===== config.mk =====
export PLATFORM = sky130hd
export DESIGN_NAME = arp_cache_table
export DESIGN_NICKNAME = d
export VERILOG_FILES = /design/src/sv/arp_pkg.sv /design/src/sv/arp_front.sv /design/src/sv/arp_cmd_queue.sv /design/src/sv/arp_engine.sv /design/src/sv/arp_cache_table.sv
export SDC_FILE = /design/constraint.sdc
export NUM_CORES = 2
export LEC_CHECK = 0
export BUFFER_PORTS_ARGS = -buffer_cell sky130_fd_sc_hd__buf_4
export CORE_MARGIN = 2
export CORE_UTILIZATION = 65
export CTS_CLUSTER_SIZE = 10
export DETAILED_ROUTE_END_ITERATION = 6
export PLACE_DENSITY_LB_ADDON = 0.25
export SYNTH_ARGS = -nofsm -noshare
export SYNTH_HDL_FRONTEND = slang
export SYNTH_SLANG_ARGS = --single-unit

===== constraint.sdc =====
create_clock -name clk -period 11.8 [get_ports clk]
set_input_delay 1.77 -clock clk [delete_from_list [all_inputs] [get_ports clk]]
set_output_delay 1.77 -clock clk [all_outputs]
set_load 0.1 [all_outputs]

===== src/sv/arp_pkg.sv =====
// Shared types and constants for the ARP cache table.
`default_nettype none

package arp_pkg;

    localparam int IP_W        = 32;
    localparam int MAC_W       = 48;
    localparam int TICK_W      = 32;
    localparam int SLOT_W      = 4;
    localparam int DEF_ENTRIES = 16;
    localparam int CQ_DEPTH    = 2;

    localparam logic [TICK_W-1:0] TICK_MAX  = 32'hFFFF_FFFF;
    localparam logic              OP_UPDATE = 1'b0;
    localparam logic              OP_LOOKUP = 1'b1;

    typedef enum logic {
        CMD_UPDATE = 1'b0,
        CMD_LOOKUP = 1'b1
    } cmd_kind_t;

    typedef struct packed {
        cmd_kind_t           kind;
        logic [IP_W-1:0]     ip;
        logic [MAC_W-1:0]    mac;
        logic [TICK_W-1:0]   tick;
    } cmd_t;

    typedef struct packed {
        logic [IP_W-1:0]     ip;
        logic [MAC_W-1:0]    mac;
        logic [TICK_W-1:0]   tick;
    } entry_t;

endpackage

`default_nettype wire


===== src/sv/arp_front.sv =====
// Front stage: accept and classify items, hand them to the command queue.
`default_nettype none

module arp_front
    import arp_pkg::*;
(
    input  wire logic              clk,
    input  wire logic              rst_n,
    input  wire logic              push,
    output logic                   full,
    input  wire logic              opcode,
    input  wire logic [IP_W-1:0]   ip_address,
    input  wire logic [MAC_W-1:0]  mac_address,
    input  wire logic [TICK_W-1:0] now_tick,
    output logic                   q_wr_en,
    output cmd_t                   q_wr_data,
    input  wire logic              q_full
);

    logic stage_valid_reg;
    logic stage_valid_next;
    cmd_t stage_reg;
    logic accept;
    logic move;

    assign full      = stage_valid_reg && q_full;
    assign move      = stage_valid_reg && !q_full;
    assign accept    = push && !full;
    assign q_wr_en   = move;
    assign q_wr_data = stage_reg;

    always_comb
    begin
        stage_valid_next = accept || (stage_valid_reg && !move);
    end

    always_ff @(posedge clk or negedge rst_n)
    begin
        if (!rst_n)
        begin
            stage_valid_reg <= 1'b0;
        end
        else
        begin
            stage_valid_reg <= stage_valid_next;
        end
    end

    // Decode the opcode into a command kind while capturing the item.
    always_ff @(posedge clk)
    begin
        if (accept)
        begin
            stage_reg.kind <= (opcode == OP_LOOKUP) ? CMD_LOOKUP : CMD_UPDATE;
            stage_reg.ip   <= ip_address;
            stage_reg.mac  <= mac_address;
            stage_reg.tick <= now_tick;
        end
    end

endmodule

`default_nettype wire


===== src/sv/arp_cmd_queue.sv =====
// Short command queue between the front stage and the table engine.
`default_nettype none

module arp_cmd_queue
    import arp_pkg::*;
(
    input  wire logic clk,
    input  wire logic rst_n,
    input  wire logic wr_en,
    input  wire cmd_t wr_data,
    output logic      q_full,
    input  wire logic rd_en,
    output cmd_t      rd_data,
    output logic      q_empty
);

    localparam int PW = (CQ_DEPTH > 1) ? $clog2(CQ_DEPTH) : 1;

    cmd_t            slots_reg [CQ_DEPTH];
    logic [PW-1:0]   wr_ptr_reg;
    logic [PW-1:0]   wr_ptr_next;
    logic [PW-1:0]   rd_ptr_reg;
    logic [PW-1:0]   rd_ptr_next;
    logic [PW:0]     count_reg;
    logic [PW:0]     count_next;
    logic            do_wr;
    logic            do_rd;

    assign q_full  = (count_reg == (PW+1)'(CQ_DEPTH));
    assign q_empty = (count_reg == '0);
    assign do_wr   = wr_en && !q_full;
    assign do_rd   = rd_en && !q_empty;
    assign rd_data = slots_reg[rd_ptr_reg];

    always_comb
    begin
        wr_ptr_next = wr_ptr_reg;
        rd_ptr_next = rd_ptr_reg;
        count_next  = count_reg;
        if (do_wr)
        begin
            wr_ptr_next = (wr_ptr_reg == PW'(CQ_DEPTH-1)) ? '0 : wr_ptr_reg + 1'b1;
        end
        if (do_rd)
        begin
            rd_ptr_next = (rd_ptr_reg == PW'(CQ_DEPTH-1)) ? '0 : rd_ptr_reg + 1'b1;
        end
        if (do_wr && !do_rd)
        begin
            count_next = count_reg + 1'b1;
        end
        else if (do_rd && !do_wr)
        begin
            count_next = count_reg - 1'b1;
        end
    end

    always_ff @(posedge clk or negedge rst_n)
    begin
        if (!rst_n)
        begin
            wr_ptr_reg <= '0;
            rd_ptr_reg <= '0;
            count_reg  <= '0;
        end
        else
        begin
            wr_ptr_reg <= wr_ptr_next;
            rd_ptr_reg <= rd_ptr_next;
            count_reg  <= count_next;
        end
    end

    always_ff @(posedge clk)
    begin
        if (do_wr)
        begin
            slots_reg[wr_ptr_reg] <= wr_data;
        end
    end

endmodule

`default_nettype wire


===== src/sv/arp_engine.sv =====
// Table engine: scans the entry store, applies updates, holds the result.
`default_nettype none

module arp_engine
    import arp_pkg::*;
#(
    parameter int ENTRIES = DEF_ENTRIES
)
(
    input  wire logic              clk,
    input  wire logic              rst_n,
    input  wire logic              q_empty,
    input  wire cmd_t              q_rd_data,
    output logic                   q_rd_en,
    output logic                   empty,
    input  wire logic              pop,
    output logic                   found,
    output logic [MAC_W-1:0]       found_mac,
    output logic [SLOT_W-1:0]      slot_used
);

    localparam int IW = (ENTRIES > 1) ? $clog2(ENTRIES) : 1;

    localparam logic [1:0] S_IDLE = 2'd0;
    localparam logic [1:0] S_SCAN = 2'd1;
    localparam logic [1:0] S_DONE = 2'd2;

    // Entry store, no reset; valid bits gate the match and free checks.
    entry_t          mem [ENTRIES];
    entry_t          mem_q_reg;
    logic            v_q_reg;
    logic [ENTRIES-1:0] valid_reg;

    logic [1:0]      state_reg;
    logic [1:0]      state_next;
    cmd_t            cmd_reg;
    logic [IW:0]     iss_reg;
    logic [IW:0]     iss_next;
    logic            rd_v_reg;
    logic            rd_v_next;
    logic [IW-1:0]   rd_idx_reg;
    logic [IW-1:0]   rd_idx_next;

    logic              hit_reg,      hit_next;
    logic [IW-1:0]     hit_idx_reg,  hit_idx_next;
    logic [MAC_W-1:0]  hit_mac_reg,  hit_mac_next;
    logic              free_reg,     free_next;
    logic [IW-1:0]     free_idx_reg, free_idx_next;
    logic [TICK_W-1:0] old_tick_reg, old_tick_next;
    logic [IW-1:0]     old_idx_reg,  old_idx_next;

    logic              res_valid_reg, res_valid_next;
    logic              res_found_reg;
    logic [MAC_W-1:0]  res_mac_reg;
    logic [SLOT_W-1:0] res_slot_reg;

    logic              start;
    logic              issue;
    logic              finish;
    logic [IW-1:0]     raddr;
    logic              we;
    logic [IW-1:0]     widx;
    logic              d_found;
    logic [MAC_W-1:0]  d_mac;
    logic [IW-1:0]     d_idx;
    logic [7:0]        d_idx_wide;

    assign empty     = !res_valid_reg;
    assign found     = res_found_reg;
    assign found_mac = res_mac_reg;
    assign slot_used = res_slot_reg;

    assign start   = (state_reg == S_IDLE) && !q_empty && !res_valid_reg;
    assign q_rd_en = start;
    assign issue   = (state_reg == S_SCAN) && (iss_reg != (IW+1)'(ENTRIES));
    assign raddr   = iss_reg[IW-1:0];
    assign finish  = (state_reg == S_DONE);

    always_comb
    begin
        state_next  = state_reg;
        iss_next    = iss_reg;
        rd_v_next   = issue;
        rd_idx_next = raddr;
        unique case (state_reg)
            S_IDLE:
            begin
                if (start)
                begin
                    state_next = S_SCAN;
                    iss_next   = '0;
                end
            end
            S_SCAN:
            begin
                if (issue)
                begin
                    iss_next = iss_reg + 1'b1;
                end
                if (rd_v_reg && (rd_idx_reg == IW'(ENTRIES-1)))
                begin
                    state_next = S_DONE;
                end
            end
            S_DONE:
            begin
                state_next = S_IDLE;
            end
            default:
            begin
                state_next = S_IDLE;
            end
        endcase
    end

    // Fold one entry per cycle into the match, free and oldest trackers.
    always_comb
    begin
        hit_next      = hit_reg;
        hit_idx_next  = hit_idx_reg;
        hit_mac_next  = hit_mac_reg;
        free_next     = free_reg;
        free_idx_next = free_idx_reg;
        old_tick_next = old_tick_reg;
        old_idx_next  = old_idx_reg;
        if (start)
        begin
            hit_next      = 1'b0;
            hit_idx_next  = '0;
            hit_mac_next  = '0;
            free_next     = 1'b0;
            free_idx_next = '0;
            old_tick_next = TICK_MAX;
            old_idx_next  = '0;
        end
        else if (rd_v_reg)
        begin
            if (v_q_reg && (mem_q_reg.ip == cmd_reg.ip) && !hit_reg)
            begin
                hit_next     = 1'b1;
                hit_idx_next = rd_idx_reg;
                hit_mac_next = mem_q_reg.mac;
            end
            if (!v_q_reg && !free_reg)
            begin
                free_next     = 1'b1;
                free_idx_next = rd_idx_reg;
            end
            if (mem_q_reg.tick < old_tick_reg)
            begin
                old_tick_next = mem_q_reg.tick;
                old_idx_next  = rd_idx_reg;
            end
        end
    end

    // Resolve the finished scan into a write-back and a result.
    always_comb
    begin
        we      = 1'b0;
        widx    = hit_reg ? hit_idx_reg : (free_reg ? free_idx_reg : old_idx_reg);
        d_found = hit_reg;
        d_mac   = '0;
        d_idx   = '0;
        unique case (cmd_reg.kind)
            CMD_UPDATE:
            begin
                we    = finish;
                d_idx = widx;
            end
            CMD_LOOKUP:
            begin
                if (hit_reg)
                begin
                    d_mac = hit_mac_reg;
                    d_idx = hit_idx_reg;
                end
            end
            default:
            begin
                we = 1'b0;
            end
        endcase
        d_idx_wide = 8'(d_idx);
    end

    always_comb
    begin
        res_valid_next = res_valid_reg;
        if (finish)
        begin
            res_valid_next = 1'b1;
        end
        else if (pop && res_valid_reg)
        begin
            res_valid_next = 1'b0;
        end
    end

    always_ff @(posedge clk or negedge rst_n)
    begin
        if (!rst_n)
        begin
            state_reg     <= S_IDLE;
            iss_reg       <= '0;
            rd_v_reg      <= 1'b0;
            res_valid_reg <= 1'b0;
            valid_reg     <= '0;
        end
        else
        begin
            state_reg     <= state_next;
            iss_reg       <= iss_next;
            rd_v_reg      <= rd_v_next;
            res_valid_reg <= res_valid_next;
            if (we)
            begin
                valid_reg[widx] <= 1'b1;
            end
        end
    end

    always_ff @(posedge clk)
    begin
        rd_idx_reg   <= rd_idx_next;
        hit_reg      <= hit_next;
        hit_idx_reg  <= hit_idx_next;
        hit_mac_reg  <= hit_mac_next;
        free_reg     <= free_next;
        free_idx_reg <= free_idx_next;
        old_tick_reg <= old_tick_next;
        old_idx_reg  <= old_idx_next;
        if (start)
        begin
            cmd_reg <= q_rd_data;
        end
        if (finish)
        begin
            res_found_reg <= d_found;
            res_mac_reg   <= d_mac;
            res_slot_reg  <= d_idx_wide[SLOT_W-1:0];
        end
    end

    // Entry store with one write port and one registered read port.
    always_ff @(posedge clk)
    begin
        if (we)
        begin
            mem[widx] <= '{ip: cmd_reg.ip, mac: cmd_reg.mac, tick: cmd_reg.tick};
        end
        mem_q_reg <= mem[raddr];
        v_q_reg   <= valid_reg[raddr];
    end

    a_done_loads_result: assert property (@(posedge clk) disable iff (!rst_n)
        (state_reg == S_DONE) |=> res_valid_reg)
        else $error("finished scan did not load the result register");

    a_no_start_over_result: assert property (@(posedge clk) disable iff (!rst_n)
        (state_reg != S_IDLE) |-> !res_valid_reg)
        else $error("engine busy while a result is still waiting");

    a_update_sets_valid: assert property (@(posedge clk) disable iff (!rst_n)
        (state_reg == S_DONE && cmd_reg.kind == CMD_UPDATE) |=> valid_reg[$past(widx)])
        else $error("updated entry not marked valid");

    a_miss_zero_mac: assert property (@(posedge clk) disable iff (!rst_n)
        (res_valid_reg && !res_found_reg) |-> (res_mac_reg == '0))
        else $error("miss result carries a nonzero MAC");

    a_valid_monotonic: assert property (@(posedge clk) disable iff (!rst_n)
        1'b1 |=> ($countones(valid_reg) >= $past($countones(valid_reg))))
        else $error("an entry lost its valid bit");

endmodule

`default_nettype wire


===== src/sv/arp_cache_table.sv =====
// ARP cache table top level: front stage, command queue and table engine.
//
// Fully associative IPv4-to-MAC cache of ENTRIES entries. Push update
// (opcode 0) or lookup (opcode 1) items; each gives exactly one result item,
// in order. An update refreshes a matching entry or claims the first free
// entry, else the entry with the smallest stored tick (lowest index on ties).
// In the engine each item takes a start step, then a scan of one entry per
// cycle through the single read port of the entry store, a step to drain the
// read and a step to write back and post the result. A two-deep command
// queue plus an input stage keep accepting items while the engine is busy
// or a result waits to be popped. Valid bits clear at reset, so there is
// no clearing pass.
`default_nettype none

module arp_cache_table
    import arp_pkg::*;
#(
    parameter int ENTRIES = DEF_ENTRIES
)
(
    input  wire logic              clk,
    input  wire logic              rst_n,
    input  wire logic              push,
    output logic                   full,
    input  wire logic              opcode,
    input  wire logic [IP_W-1:0]   ip_address,
    input  wire logic [MAC_W-1:0]  mac_address,
    input  wire logic [TICK_W-1:0] now_tick,
    output logic                   empty,
    input  wire logic              pop,
    output logic                   found,
    output logic [MAC_W-1:0]       found_mac,
    output logic [SLOT_W-1:0]      slot_used
);

    logic q_wr_en;
    cmd_t q_wr_data;
    logic q_full;
    logic q_rd_en;
    cmd_t q_rd_data;
    logic q_empty;

    arp_front u_front (
        .clk         (clk),
        .rst_n       (rst_n),
        .push        (push),
        .full        (full),
        .opcode      (opcode),
        .ip_address  (ip_address),
        .mac_address (mac_address),
        .now_tick    (now_tick),
        .q_wr_en     (q_wr_en),
        .q_wr_data   (q_wr_data),
        .q_full      (q_full)
    );

    arp_cmd_queue u_queue (
        .clk     (clk),
        .rst_n   (rst_n),
        .wr_en   (q_wr_en),
        .wr_data (q_wr_data),
        .q_full  (q_full),
        .rd_en   (q_rd_en),
        .rd_data (q_rd_data),
        .q_empty (q_empty)
    );

    arp_engine #(
        .ENTRIES (ENTRIES)
    ) u_engine (
        .clk       (clk),
        .rst_n     (rst_n),
        .q_empty   (q_empty),
        .q_rd_data (q_rd_data),
        .q_rd_en   (q_rd_en),
        .empty     (empty),
        .pop       (pop),
        .found     (found),
        .found_mac (found_mac),
        .slot_used (slot_used)
    );

endmodule

`default_nettype wire

Word-level counts from Yosys, hierarchy flattened
Memories as Yosys holds them, arrays and structs flattened. A register that Yosys moved wholly into a read port is not among the register bits. Index checks and enable logic that the tools add are counted.

Memories: 2. Bits of input ports: 117. Register bits: 295. Output and inout bits: 55. Logic and storage cells: 112. RAM bits: 2018.

Reduce and logical (&&, ||, !) cells: 39. Add/subtract/negate cells: 5. Equal/unequal tests: 9. Bitwise logic cells: 2. Magnitude comparators: 4. Multiplexer cells: 26.

Memory list: u_engine.mem (depth 16, bits a word 112, read ports 1, clocked after Yosys merged registers in 1, write ports 1, line arp_engine.sv:29) `entry_t mem [ENTRIES];`; u_queue.slots_reg (depth 2, bits a word 113, read ports 1, clocked after Yosys merged registers in 1, write ports 1, line arp_cmd_queue.sv:19) `cmd_t slots_reg [CQ_DEPTH];`.

Operators by type and width (number): == test 32 bit (1); < comparator 32 bit (1); logical AND 1 bit (17); bitwise OR 16 bit (1); two-way mux 1 bit (12); two-way mux 4 bit (3); logical NOT 1 bit (10); < comparator 4 x 5 -> 1 bit (second input constant) (2); two-way mux 5 bit (2); case mux 5 bit (2 select lines) (1); AND reduction 2 bit (5); two-way mux 2 bit (4); case mux 4 bit (2 select lines) (1); nonzero test 2 bit (3); adder 5 x 1 -> 5 bit (second input constant) (1); inequality test 5 bit (second input constant) (1); binary-select mux 1 bit (select 4 bit) (1); demux 1 bit (select 4 bit) (1); == test 2 bit (second input constant) (2); == test 4 bit (second input constant) (1); >= comparator 4 x 1 -> 1 bit (second input constant) (1); logical NOT 2 bit (2); inequality test 2 bit (second input constant) (2); case mux 2 bit (2 select lines) (1); other kinds (8) (9).

Depth between registers and ports, before layout
Word-level depth: 8. Depth in mapped cells: 11. Gate-level depth less buffers: 8.

Modules after synthesis
A second synthesis with hierarchy kept.

Cells, all modules: 3941. Area, all modules: 92556.3 um^2.

Modules (own cells, without submodules): arp_engine (times used 1, area an instance 80506.0 um^2, cells an instance 3452, seq. area each 63646.0 um^2); arp_cmd_queue (times used 1, area an instance 8599.5 um^2, cells an instance 371, seq. area each 6886.6 um^2); arp_front (times used 1, area an instance 3450.8 um^2, cells an instance 118, seq. area each 3418.3 um^2).

Worst setup path before layout
OpenSTA, ideal clock, no wires.

Path kind: register to register. Start: register u_engine.free_reg. End: register u_engine.valid_reg[3]. Data arrival time: 6.440 ns. Stages on the path, launching flop included: 8. Path slack: 5.265 ns. Buffers on the path: 1. Clock period less this slack: 6.535 ns. Library setup time: 0.094 ns. Required time: 11.706 ns. Cell sequence: dfxtp_1 > clkbuf_1 > mux2i_1 > o21a_1 > nor3_1 > nand2b_1 > nor2_1 > or2_2.

Cells in the longest elaborated chain, start to end: 7. Elaborated cells between the ends (all ways): 8. Classes of those cells: order compare: 2; mux: 4; bitwise: 1; reduce/logical: 1.

RTL lines: from (decl) (line arp_engine.sv:47) `logic free_reg, free_next;`; from (signal assigned) (line arp_engine.sv:229) `free_reg <= free_next;`; two-way mux 4 bit (*) (2 in series) (line arp_engine.sv:161) `widx = hit_reg ? hit_idx_reg : (free_reg ? free_idx_reg : old_idx_reg);`; < comparator 4 x 5 -> 1 bit (implied by the code) or >= comparator 4 x 1 -> 1 bit (tied branches) (line arp_engine.sv:218) `valid_reg[widx] <= 1'b1;`; logical AND 1 bit (implied by the code) (line arp_engine.sv:218); two-way mux 1 bit (implied by the code) (line arp_engine.sv:218); demux 1 bit (select 4 bit) (*); bitwise OR 16 bit (no line) (*); to (signal assigned) (line arp_engine.sv:208) `valid_reg <= '0;`; to (signal, indexed assignment) (line arp_engine.sv:218); to (decl) (line arp_engine.sv:32) `logic [ENTRIES-1:0] valid_reg;`.

Every way passes the cells marked *; elsewhere a longest branch is shown, timed or not. A chain may end at the register's enable or synchronous reset.

Final worst setup path
Start: register u_engine.hit_reg, in the netlist u_engine.d_found. End: memory u_engine.mem[13][73] (netlist bit), enable pin.

Cells in the longest elaborated chain, start to end: 1.

RTL lines: from (decl) (line arp_engine.sv:44) `logic hit_reg, hit_next;`; from (signal assigned) (line arp_engine.sv:226) `hit_reg <= hit_next;`; two-way mux 4 bit (line arp_engine.sv:161); to (decl) (line arp_engine.sv:29).

Every way passes these cells.

==> metrics.md <==
| Metric | Value |
|---|---|
| Outcome | complete, no violations |
| Leak pwr | 33.8 nW |
| Synth warn | 0 |
| Row count | 138 |
| Detail Route Antenna Nets | 0 |
| WP data required | 12320 ps |
| Die width | about 380 um |
| Setup crit end | u_engine.mem[13][73] |
| # diodes | 0 |
| Worst r2r src | u_engine.d_found |
| CP Capture Type | flop |
| TritonCTS buffer count | 305 |
| Worst Path Buf+Inv | 4 |
| VDD IR max | 0.332 mV |
| Syn avg cell area | 23.4 um^2 |
| Pre-antenna DRT Iters | 6 |
| Clk slew on worst S/H paths | 60 ps |
| Final instance area | between 100000 and 150000 um^2 |
| Worst-Margin Slew | 1230 ps |
| Setup Buffers After CTS | 0 |
| Number of DRC markers in iteration 0 | 5562 |
| Max Cap Violations | 0 |
| Commonest cells after routing, fill and taps aside | edfxtp_1, mux4_2, clkbuf_16, buf_4, dfxtp_1 |
| Crit path kind | reg2reg |
| Final Cycle Share | 44.5% |
| Worst path depth | 9 |
| Post-DP Area | 95800 um^2 |
| Port Buffers | 171 |
| Final Max Tran Viols | 0 |
| Sum of negative setup slack | 0 ps |
| Worst clock skew | 56.7 ps |
| Pwr/cell area | ~240 nW/um^2 |
| Hold Fails Final Rpt | 0 |
| CP top delay family | buffers and inverters |
| CTS resizes | 0 |
| Global Route Usage Sum | 28.3% |
| Vias/cell | approximately 6.6 |
| Clk_lat worst skew | 930 ps |
| Maximum clock frequency | around 190 MHz |
| Max clock buf depth | 4 |
| Sequential share of the synthesized area | 80.2% |
| # H-tree levels | 5 |
| Setup violators final | 0 |
| Critical-path cell list | buf_4, nand2_1, o21a_1, nor3_1, nand2_1, nor2_4, buf_4, buf_4, buf_4 |
| Slowest CP cell | nor2_4 |
| Core area | roughly 140000 um^2 |
| Yosys cell types | 43 |
| RSZ-0062 raised after global routing | no |
| Slowest stage delay, CP | 1010 ps |
| GR Overflow Total | 0 |
| CP startpoint | u_engine.d_found |
| Slew HR | between 10% and 20% |
| R2R depth | 9 |
| Crit-path most repeated cell | buf_4 |
| Clock root buffer | clkbuf_16 |
| Hold Path Class | reg2reg |
| Die ar. | between 100000 and 150000 um^2 |
| Final #Nets | 4465 |
| Num ports | 172 |
| Layout cells sized above 1 | approximately 29% |
| Starting Density | 65.3% |
| Fillers | 7430 |
| CTS tree | built |
| RePlAce Congestion | 0.752 |
| Most common cell after layout, fill and taps aside | edfxtp_1 |
| Post-layout min period | around 5200 ps |
| First-pass GRT wire length | 294000 um |
| Initial antenna violation count | 3 |
| Number of flip-flops in the largest register | 1792 |
| Power after layout | between 20 and 30 mW |
| Die height | 381 um |
| Vias in the first global route | about 44000 |
| Multi-input logic area | 17400 um^2 |
| Vias | ~42000 |
| HPWL Detailed | 92800 um |
| Post-synthesis cell count | ~3900 |
| FF/Latch Area | approximately 74000 um^2 |
| Area grow syn2layout | 13.3% |
| Number of synthesized register bits | 2538 |
| Pin count of the biggest net entering global routing | 152 |
| Post-CTS Hold Buffers | 0 |
| CP max FO | 44 |
| WL final | ~200000 um |
| Syn nets | 4094 |
| Drt drc | 0 |
| CP Launch Type | flop |
| RR Endpoint | u_engine.mem[13][73] |
| Crit path arrival time | between 5000 and 6000 ps |
| WL per Instance | 31.4 um |
| Post-Synthesis Cell Area | between 90000 and 100000 um^2 |
| FF-to-FF setup slack | ~6600 ps |
| Clk sinks | 2538 |
[final cells by class]
class,instances,share of cell area [%]
tap,1890,2.26
timing repair buffer,248,1.85
multi-input combinational,1181,16.7
clock buffer,508,8.18
clock inverter,9,0.0659
sequential,2538,70.8
inverter,40,0.144
[layer usage]
layer	vias to the layer above	GRT usage [%]	routed length (um)
li1	17100	-	-
met1	22300	38.6	74100
met2	2389	46.5	103000
met3	391	5.88	18700
met4	2	9.84	6210
met5	-	0	13
[cell usage after synthesis (all sizes together)]
master | n | area share, %
nor4 | 9 | 0.068
clkbuf | 103 | 0.42
inv | 40 | 0.16
and2 | 1 | 0.0068
mux2i | 60 | 0.65
xor2 | 32 | 0.30
or3b | 1 | 0.0095
nor3 | 3 | 0.016
or2 | 16 | 0.11
o311ai | 1 | 0.0095
xnor2 | 8 | 0.076
ha | 34 | 0.46
o21a | 4 | 0.033
nand2b | 7 | 0.047
nand3 | 72 | 0.39
a311oi | 1 | 0.028
buf | 81 | 0.49
nor3b | 2 | 0.016
mux2 | 113 | 1.4
and4 | 1 | 0.0095
nand4b | 1 | 0.0095
nor4bb | 1 | 0.011
nand2 | 23 | 0.094
nor2b | 2 | 0.014
o211ai | 1 | 0.0081
dfxtp | 211 | 4.6
nor2 | 86 | 0.35
a311o | 1 | 0.011
or3 | 1 | 0.0068
nand3b | 2 | 0.016
edfxtp | 2297 | 75
o21ai | 51 | 0.28
mux4 | 565 | 14
dfrtp | 30 | 0.81
a21oi | 24 | 0.13
nand4 | 9 | 0.061
and3 | 49 | 0.33
[logic make-up (layout without fill, tap and decap cells)]
group	after synthesis	count (layout)	synth area share [%]
AOI/OAI and AO/OA	83	83	0.497
xor gates and xnor gates	40	40	0.380
adders and majority gates	34	34	0.461
buffers and inverters	224	805	1.07
DFF	2538	2538	80.2
muxes	738	738	15.8
and+or+nand+nor	286	286	1.57
[metrics by stage]
stage          setup slack, ps  hold slack, ps  instances  utilization (%)
4_1_cts                   6560             437       6414             74.0
2_1_floorplan             5270             345       3943                -
3_5_place_dp              6660             429       5897             67.9
3_3_place_gp              6720             422       5897             67.9
5_1_grt                   6270             445       6414             74.0
6_report                  6550             435       6414             74.0
[power breakdown]
group	total, mW	internal (mW)	switching, mW
Sequential	12.1	11.2	0.892
Combinational	4.92	2.45	2.47
Clock	8.24	4.89	3.35
Total	25.2	18.5	6.71
[how the worst min path moves through the flow]
stage,end,from,slack (ps),cells past startpoint
2_1_floorplan,u_engine.rd_idx_reg[2],u_engine.iss_reg[2],350,0
3_3_place_gp,u_queue.slots_reg[0][16],u_front.q_wr_data[16],420,0
3_5_place_dp,u_queue.slots_reg[1][19],u_front.q_wr_data[19],430,0
4_1_cts,u_queue.slots_reg[0][58],u_front.q_wr_data[58],440,0
5_1_grt,u_queue.slots_reg[0][99],u_front.q_wr_data[99],450,0
6_report,u_queue.slots_reg[0][58],u_front.q_wr_data[58],440,0
No activity file was read; power rests on OpenSTA's default activity.
